===== config.mk =====
export PLATFORM = sky130hd
export DESIGN_NAME = mpm_front_flat
export DESIGN_NICKNAME = d
export VERILOG_FILES = /design/src/hw/rtl/mpm_pkg.sv /design/src/hw/rtl/mpm_if.sv /design/src/hw/rtl/mpm_front.sv /design/src/flat_wrapper.sv
export SDC_FILE = /design/constraint.sdc
export NUM_CORES = 1
export LEC_CHECK = 0
export ABC_AREA = 1
export BUFFER_PORTS_ARGS = -buffer_cell sky130_fd_sc_hd__buf_2
export CORE_MARGIN = 1.5
export CORE_UTILIZATION = 23
export CTS_BUF_LIST = sky130_fd_sc_hd__clkbuf_4 sky130_fd_sc_hd__clkbuf_8
export DETAILED_ROUTE_END_ITERATION = 12
export PLACE_DENSITY_LB_ADDON = 0.3
export RECOVER_POWER = 50
export SETUP_SLACK_MARGIN = 0.2
export SYNTH_ARGS = -nofsm -noshare
export SYNTH_HDL_FRONTEND = slang
export SYNTH_SLANG_ARGS = --single-unit
export TNS_END_PERCENT = 50

===== constraint.sdc =====
create_clock -name clk -period 1.7 [get_ports clk]
set_clock_uncertainty 0.15 [all_clocks]
set_input_delay 0.17 -clock clk [delete_from_list [all_inputs] [get_ports clk]]
set_output_delay 0.17 -clock clk [all_outputs]
set_load 0.01 [all_outputs]

===== src/hw/rtl/mpm_pkg.sv =====
// ----------------------------------------------------------------------------
// mpm_pkg
// Shared types, constants and helpers of the multi-pattern matcher.
// ----------------------------------------------------------------------------
package mpm_pkg;

  localparam int NODES    = 4096;
  localparam int ALPHABET = 26;
  localparam int NW       = $clog2(NODES);             // node number width
  localparam int CAW      = $clog2(NODES * ALPHABET);  // child table address width
  localparam int LW       = 5;                         // letter field width
  localparam int CNTW     = 16;

  localparam logic [1:0] OP_CLEAR   = 2'd0;
  localparam logic [1:0] OP_PATTERN = 2'd1;
  localparam logic [1:0] OP_BUILD   = 2'd2;
  localparam logic [1:0] OP_TEXT    = 2'd3;

  typedef struct packed {
    logic [1:0]    op;
    logic [LW-1:0] letter;
    logic          last;
    logic          in_range;
  } cmd_t;

  typedef struct packed {
    logic init_busy;
  } stat_t;

  function automatic logic [CAW-1:0] caddr(input logic [NW-1:0] node,
                                           input logic [LW-1:0] c);
    logic [CAW-1:0] base;
    base = CAW'(node) * CAW'(ALPHABET);
    return base + CAW'(c);
  endfunction

endpackage


===== src/hw/rtl/mpm_if.sv =====
// ----------------------------------------------------------------------------
// mpm_in_if / mpm_out_if
// Valid/ready channels for input items and result items.
// ----------------------------------------------------------------------------
interface mpm_in_if;
  import mpm_pkg::*;
  logic          valid;
  logic          ready;
  logic [1:0]    mode;
  logic [LW-1:0] letter;
  logic          last;
  modport source (output valid, mode, letter, last, input ready);
  modport sink   (input valid, mode, letter, last, output ready);
endinterface



===== src/hw/rtl/mpm_front.sv =====
// ----------------------------------------------------------------------------
// mpm_front
// Accepts input items, classifies them and holds them in a two-entry queue.
// ----------------------------------------------------------------------------
module mpm_front (
  input  logic          clk,
  input  logic          rst_n,
  mpm_in_if.sink        in_ch,
  input  mpm_pkg::stat_t stat,
  output logic          cmd_valid,
  output mpm_pkg::cmd_t cmd,
  input  logic          cmd_pop
);
  import mpm_pkg::*;

  cmd_t       q_r [2];
  logic       wp_r, rp_r;
  logic [1:0] cnt_r;
  logic       push;
  cmd_t       c_in;

  assign in_ch.ready = (cnt_r != 2'd2) && !stat.init_busy;
  assign push        = in_ch.valid && in_ch.ready;
  assign cmd_valid   = (cnt_r != 2'd0);
  assign cmd         = q_r[rp_r];

  always_comb begin
    c_in.op       = in_ch.mode;
    c_in.letter   = in_ch.letter;
    c_in.last     = in_ch.last;
    c_in.in_range = (in_ch.letter < LW'(ALPHABET));
  end

  always_ff @(posedge clk) begin
    if (push) begin
      q_r[wp_r] <= c_in;
    end
    if (!rst_n) begin
      wp_r  <= 1'b0;
      rp_r  <= 1'b0;
      cnt_r <= 2'd0;
    end else begin
      if (push) begin
        wp_r <= !wp_r;
      end
      if (cmd_pop) begin
        rp_r <= !rp_r;
      end
      cnt_r <= cnt_r + 2'(push) - 2'(cmd_pop);
    end
  end
endmodule


===== src/flat_wrapper.sv =====
// flat-port wrapper written by rule: the top's interface ports become plain ports
module mpm_front_flat import mpm_pkg::*;
  (clk, rst_n, stat, cmd_valid, cmd, cmd_pop, in_ch_valid, in_ch_mode, in_ch_letter, in_ch_last, in_ch_ready);
  mpm_in_if in_ch_i ();
  input  logic clk;
  input  logic rst_n;
  input  mpm_pkg::stat_t stat;
  output logic cmd_valid;
  output mpm_pkg::cmd_t cmd;
  input  logic cmd_pop;
  input wire logic [$bits(in_ch_i.valid)-1:0] in_ch_valid;
  input wire logic [$bits(in_ch_i.mode)-1:0] in_ch_mode;
  input wire logic [$bits(in_ch_i.letter)-1:0] in_ch_letter;
  input wire logic [$bits(in_ch_i.last)-1:0] in_ch_last;
  output wire logic [$bits(in_ch_i.ready)-1:0] in_ch_ready;
  assign in_ch_i.valid = in_ch_valid;
  assign in_ch_i.mode = in_ch_mode;
  assign in_ch_i.letter = in_ch_letter;
  assign in_ch_i.last = in_ch_last;
  assign in_ch_ready = in_ch_i.ready;
  mpm_front u_core (.clk(clk), .rst_n(rst_n), .in_ch(in_ch_i), .stat(stat), .cmd_valid(cmd_valid), .cmd(cmd), .cmd_pop(cmd_pop));
endmodule

After elaboration in Yosys (flattened, before gate mapping):

Memories as Yosys holds them, arrays and structs flattened. A register that Yosys moved wholly into a read port is not among the register bits.
Cells that the tools add are included.

* flip-flop bits (word level): 4
* memory bits (writable): 18
* bits of input ports: 13
* output and inout port bits: 11
* logic and storage cells: 18
* memories kept: 1

Memories
* u_core.q_r: words 2, width 9, read ports 1, clocked after memory_dff 1, wr ports 1, RTL line mpm_front.sv:16 `cmd_t q_r [2];`

* $add $sub $neg: 2
* order comparisons: 1
* equality and inequality tests: 1
* muxes and demuxes: 4
* reduce and logical (&&, ||, !) cells: 6

Operators with widths (count)
* 5-bit < comparator (second input constant): 1
* 1-bit 2-to-1 mux: 4
* 1-bit zero test: 3
* 2-bit by 1-bit adder with 2-bit output: 1
* 1-bit logical AND: 2
* 2-bit inequality test (second input constant): 1
* 2-bit nonzero test: 1
* 2-bit by 1-bit subtractor with 2-bit output: 1

Logic depth before layout (Yosys ltp):

Gate-level depths: netlist (run 1).

* depth in word-level cells: 5
* gate-level depth with buffers: 10

Worst setup path after synthesis (run 1):

No wires, ideal clock.

* kind: reg2reg
* start point: register u_core.cnt_r[0]
* end point: memory u_core.q_r[0][0] (netlist bit), enable pin
* setup time: 0.374 ns
* arrival: 0.915 ns
* path slack: 0.261 ns
* cell stages (with the launch flop): 5
* path buffers: 0
* period minus slack after synthesis: 1.439 ns
* cells stage by stage: dfxtp_1 -> inv_2 -> nand2_1 -> nand3_2 -> nor2_1

* word-level cells in the longest chain between the ends: 5

RTL lines
* start: declaration: RTL line mpm_front.sv:18 `logic [1:0] cnt_r;`
* start signal: assignment: RTL line mpm_front.sv:49 `cnt_r <= cnt_r + 2'(push) - 2'(cmd_pop);`
* 2-bit inequality test: RTL line mpm_front.sv:22 `assign in_ch.ready = (cnt_r != 2'd2) && !stat.init_busy;`
* 1-bit logical AND: RTL line mpm_front.sv:22
* 1-bit logical AND: RTL line mpm_front.sv:23 `assign push = in_ch.valid && in_ch.ready;`
* 1-bit 2-to-1 mux: RTL line mpm_front.sv:35 `if (push) begin`
* 1-bit 2-to-1 mux (not written as such): RTL line mpm_front.sv:36 `q_r[wp_r] <= c_in;`
* end: declaration: RTL line mpm_front.sv:16

No other way between the ends.

==> qor.csv, run 1 <==
stage,metric,value,unit
detailed_routing,Initial DRC Count,9,
grt,gr usage total,7.842,%
detailed_routing,total detailed-routing wirelength,1562,um
critical_path,crit path max fanout,5,
sta,setup TNS,0,ps
floorplanning,chip width,67.34,um
synthesis,Post-Syn Nets,83,
synthesis,Synth Flop Type,edfxtp_1,
grt,initial antenna violation count,0,
detailed_routing,final antenna-violating net count,0,
place,Placed Cells,142,
critical_path,Startpoint Class,flip-flop,
detailed_routing,total number of vias,606,
floorplanning,initial cell density of the core,23.80,%
floorplanning,area of the core,0.004000,mm2
pwr,Switching Fraction,22.29,%
clock_network,Inserted Clock Buffers,3,
pwr,worst vdd ir,0.0003722,V
cells_and_area,post-route insts no fill,156,
synthesis,ranking of synthesized cells by area,"edfxtp_1, mux2_4, dfxtp_1",
synthesis,register area share after synthesis,67.28,%
critical_path,CP required,1380,ps
outcome,outcome,finished clean,
sta,RSZ-0062 raised after global routing,yes,
cells_and_area,Area growth syn-to-layout,36.53,%
place,GPL Wtd Cong,0.6925,
cells_and_area,Antenna diodes,0,
synthesis,ys async rst share,0,%
synthesis,number of synthesized flops with an enable pin,18,
sta,period utilization,88.09,%
sta,worst slew pin tran,384.1,ps
critical_path,FF-to-FF path depth,8,
cells_and_area,final layout net count,122,
job,max_cap viols,0,
min_path,WHS Path Cells,3,
grt,first-pass GRT wire length,2559,um
synthesis,cell taking the most area after synthesis,edfxtp_1,
pwr,P_leak,0.0005486,uW
sta,Rel. slew slack,74.37,%
clock_network,Clock Pin Slew Worst Setup and Hold Paths,80,ps
clock_network,CTS Sinks,23,
clock_network,worst skew pair latency,260,ps
synthesis,total of warnings raised by yosys,0,
grt,vias in the first global route,600,
sta,Max Slew Vio Count,0,
pwr,Switch Pwr,266.5,uW
cells_and_area,layout cell share with drive strength beyond 1,28.30,%
pwr,P_int,929.1,uW
synthesis,most frequent cell after synthesis,edfxtp_1,
sta,fmax,667.8,MHz
detailed_routing,DR WL/cell,10.01,um
pwr,Clock Power Share,28.4,%
clock_network,number of H-tree levels,1,
detailed_routing,via/cell ratio,3.885,
detailed_routing,DRC,0,
synthesis,Synth Cell Area,952.2,um2
floorplanning,total die area,0.004535,mm2
grt,largest net degree at the start of global routing,13,
floorplanning,Die Ht,67.34,um
sta,post-layout minimum cycle time,1497,ps
cells_and_area,FILL cells,399,
pwr,share of power burned in registers,54.6,%
pwr,power per cell area,919.6,mW/mm2
floorplanning,num rows,23,
sta,Final Hold Viols,0,
detailed_routing,Detailed Routing Iterations Pass 1,2,
place,port bufs,23,
clock_network,clk buf depth,2,
critical_path,CP arrival,1180,ps
place,dpl hpwl,1144,um
clock_network,CTS root buffer,clkbuf_8,
grt,total congestion overflow,0,
cells_and_area,FF+latch area,641.9,um2
clock_network,Post-CTS Repair Setup Buffers,0,
cells_and_area,multi-input logic area,254.0,um2
synthesis,Netlist cell types,14,
pwr,combinational share of power,17.0,%
synthesis,Synth Instances,68,
critical_path,CP Capture Type,output port,
sta,final setup fails,0,
synthesis,number of synthesized register bits,23,
clock_network,CTS tree,yes,
critical_path,reg2reg setup slack,280,ps
synthesis,Synth top area share,56.77,%
floorplanning,I/O pins,24,
min_path,Hold Crit Class,input port to flip-flop,
critical_path,WS Path Type,flip-flop to output port,
synthesis,Avg Inst Size Synth,14.00,um2
synthesis,commonest cells in the netlist,"edfxtp_1, inv_1, nand2_1",
## flip-flops by register name, summed over array words and instances (netlist names), named ones only
| name | flops |
|---|---|
| u_core.cnt_r | 2 |
| u_core.q_r | 18 |
| u_core.rp_r | 1 |
| u_core.wp_r | 1 |
## final timing paths
check / startpoint / endpoint
worst max register to register: u_core.cnt_r[0] / u_core.cnt_r[1]
worst min-delay path: cmd_pop / u_core.rp_r
worst max-delay path: flip-flop / cmd[8]
worst min register to register: u_core.rp_r / u_core.rp_r
## area by class of cell
cell class | instances | share of cell area (%)
flip-flops and latches | 23 | 49.37
inverters | 11 | 3.176
well taps | 50 | 4.812
multi-input cells | 33 | 19.54
clock buffers | 4 | 3.754
repair buffers | 35 | 19.35
## power groups by stage
stage	Sequential (uW)	Combinational (uW)	Clock [uW]
final	653	203	340
after global routing	656	229	365
after CTS	654	215	354
after detailed placement	665	181	0
after global placement	664	175	0
after floorplan	663	117	0
## routing by layer
layer | share of wire, % | track usage [%] | vias up
met4 | 1.2 | 4.592 | 0
li1 | - | - | 311
met5 | 0 | 0 | -
met1 | 39 | 8.517 | 277
met2 | 54 | 13.99 | 16
met3 | 5.2 | 1.667 | 2
## critical path: stages, from the launching register on
cell     delay (ps)
dfxtp_2         350
buf_6           140
mux2_4          310
buf_6           120
## what timing repair did
action                                 4_1_cts  5_1_grt
endpoints found under the hold margin       17        0
cloned                                       1        0
gates resized for setup                      9        0
setup endpoints to repair                    9        9
hold buffers                                 9        0
## kinds of logic after synthesis
logic type                 count (synthesis)  share of synthesized area, %
DFF                                       23                         67.28
and+or+nand+nor                           19                         8.542
AOI/OAI and AO/OA                          3                         1.840
adders and majority gates                  2                         2.628
buffers and inverters                     12                         5.519
muxes                                      9                         14.19
## metrics by stage
step                      power [uW]  hold WS (ps)  worst slack (ps)  cell area, um2  util, %
after floorplan                780.0         113.5             260.9           952.2        -
after global placement         838.3         213.4             333.4            1134    28.34
after detailed placement       845.6         216.7             300.1            1134    28.34
after CTS                       1224         39.37             185.4            1320    33.00
after global routing            1250         83.14             166.2            1300    32.50
final                           1196         40.25             202.5            1300    32.50
## cell usage in the layout (no fill, tap or decap)
cell and instances:
clkbuf_8 3, clkbuf_4 1, buf_6 7, dlygate4sd3_1 9, o211ai_1 1, dfxtp_1 4, clkbuf_2 2, a21oi_1 2
edfxtp_1 18, nand3_1 2, nor2_1 6, mux2_4 9, buf_2 7, inv_1 11, nand2_1 10, clkbuf_1 10
dfxtp_2 1, nand4_1 1, ha_1 2
Power figures use the tool's default switching activity.
==> run 2: changes to the inputs <==
HOLD_SLACK_MARGIN = 0.05   (was unset)
PLACE_DENSITY_LB_ADDON = unset   (was 0.3)
clock period = 1.4 ns   (was 1.7 ns; I/O delays follow)
==> run 2 against run 1 <==
  * The run now ends with negative setup slack left
  * Combinational power is 66% higher
  * Critical path depth stayed put
  * Clock power is 21% higher
  * Wire length is 9.3% higher
  * Clock-buffer cell count stayed put
  * Critical path type unchanged
  * Largest cell class unchanged
==> qor.csv, run 2 (synthesis results as in run 1) <==
stage,metric,value,unit
critical_path,Top delay family on crit path,flip-flops,
detailed_routing,Initial DRC Count,4,
clock_network,CTS tree,yes,
detailed_routing,final antenna-violating net count,0,
floorplanning,I/O pins,24,
grt,initial antenna violation count,0,
detailed_routing,total number of vias,621,
sta,fmax,691.2,MHz
place,GPL Wtd Cong,0.6547,
floorplanning,initial cell density of the core,23.80,%
grt,first-pass GRT wire length,2718,um
detailed_routing,DR WL/cell,10.81,um
critical_path,CP required,1110,ps
cells_and_area,layout cell share with drive strength beyond 1,44.44,%
detailed_routing,via/cell ratio,3.930,
critical_path,max incr delay on CP,340,ps
pwr,P_leak,0.0005794,uW
floorplanning,chip width,67.34,um
sta,setup TNS,-378.2,ps
sta,RSZ-0062 raised after global routing,yes,
floorplanning,total die area,0.004535,mm2
floorplanning,num rows,23,
critical_path,slowest CP cell,dfxtp_2,
detailed_routing,DRC,0,
critical_path,WS Path Type,flip-flop to output port,
critical_path,CP Cell Sequence,buf_12 > mux2_4 > buf_6,
clock_network,clk buf depth,2,
sta,Max Slew Vio Count,0,
cells_and_area,Area growth syn-to-layout,50.46,%
sta,final critical-path setup slack,-46.81,ps
grt,vias in the first global route,650,
cells_and_area,Top reg by flops,u_core.q_r,
cells_and_area,"commonest non-fill, non-tap cell in the layout",edfxtp_1,
min_path,Hold Crit Class,input port to flip-flop,
clock_network,CTS root buffer,clkbuf_8,
grt,gr usage total,8.078,%
place,dpl hpwl,1148,um
clock_network,CTS Sinks,23,
cells_and_area,Antenna diodes,0,
pwr,worst vdd ir,0.0004676,V
cells_and_area,flip-flop count of the largest register after layout,18,
critical_path,CP Capture Type,output port,
sta,post-layout minimum cycle time,1447,ps
cells_and_area,FILL cells,389,
place,pre-CTS worst setup slack,50.28,ps
detailed_routing,Detailed Routing Iterations Pass 1,3,
cells_and_area,final layout net count,124,
critical_path,Startpoint Class,flip-flop,
clock_network,worst skew pair latency,260,ps
cells_and_area,biggest regs,"u_core.q_r: 18 flops, u_core.cnt_r: 2 flops",
sta,worst slew pin tran,238.9,ps
cells_and_area,FF+latch area,643.1,um2
critical_path,CP arrival,1160,ps
sta,Final Hold Viols,0,
grt,largest net degree at the start of global routing,13,
sta,period utilization,103.3,%
cells_and_area,multi-input logic area,322.8,um2
outcome,outcome,"complete, but fails checks",
place,port bufs,23,
critical_path,crit path max fanout,9,
clock_network,Inserted Clock Buffers,3,
sta,Rel. slew slack,84.03,%
sta,final setup fails,9,
clock_network,number of H-tree levels,1,
clock_network,Clock Pin Slew Worst Setup and Hold Paths,80,ps
grt,total congestion overflow,0,
cells_and_area,most frequent cells in the layout,"edfxtp_1, dlygate4sd3_1, mux2_4, buf_6, clkbuf_1",
job,max_cap viols,0,
detailed_routing,total detailed-routing wirelength,1708,um
floorplanning,Die Ht,67.34,um
critical_path,Buf/Inv on CP,2,
floorplanning,area of the core,0.004000,mm2
pwr,power per cell area,1079,mW/mm2
outcome,violated checks,negative setup slack,
-- run 2: path summary, 6_finish.rpt --
kind         slack (ps)  cells after the start       startpoint              end
max reg2reg          20                      8  u_core.cnt_r[0]  u_core.cnt_r[1]
min reg2reg         350                      2      u_core.rp_r        flip-flop
min                 130                      5      in_ch_valid      u_core.wp_r
max                 -50                      3        flip-flop           cmd[7]
-- run 2: metrics by stage --
| stage | utilization [%] | instances | power, uW | hold WS, ps | instance area, um2 |
|---|---|---|---|---|---|
| after floorplan | - | 68 | 967.1 | 83.42 | 980.9 |
| after global placement | 29.37 | 142 | 1047 | 191.8 | 1175 |
| after detailed placement | 29.37 | 142 | 1056 | 188.8 | 1175 |
| after CTS | 35.28 | 157 | 1538 | 97.77 | 1411 |
| after global routing | 35.81 | 158 | 1628 | 162.5 | 1433 |
| final | 35.81 | 158 | 1546 | 126.9 | 1433 |
-- run 2: final cells by class --
class                      count  share of cell area, %
timing repair inverter         1                 0.5240
timing repair buffer          36                  21.22
inverter                      11                  3.057
tap                           50                  4.367
clock buffer                   4                  3.406
sequential                    23                  44.89
multi-input combinational     33                  22.53
-- run 2: routing by layer --
layer | GRT usage, % | routed length, um | vias to the layer above
met5 | 0 | 0 | -
li1 | - | - | 309
met3 | 1.500 | 66 | 2
met4 | 2.806 | 11 | 0
met1 | 9.110 | 686 | 293
met2 | 15.10 | 943 | 17
-- run 2: where the power goes --
part / leakage (uW) / switching [uW] / internal (uW) / total [uW]
Combinational: 0.000347 / 154 / 182 / 336
Sequential: 0.000206 / 21.0 / 780 / 801
Clock: 0.0000262 / 188 / 222 / 410
-- run 2: what timing repair did --
item / CTS / global route
hold endpoints to repair: 21 / 0
gates cloned: 1 / 0
endpoints found under the setup margin: 29 / 31
pin swaps: 6 / 2
gates resized for setup: 19 / 5
buffers inserted: 0 / 1
hold buffers: 10 / 0
-- run 2: worst reg2reg max path: stages, from the launching register on --
cell and delay (ps):
dfxtp_2 340, inv_4 50, ha_4 260, inv_2 40, ha_4 150, inv_2 40, nand2_2 60, a21oi_2 130
nor2_1 60
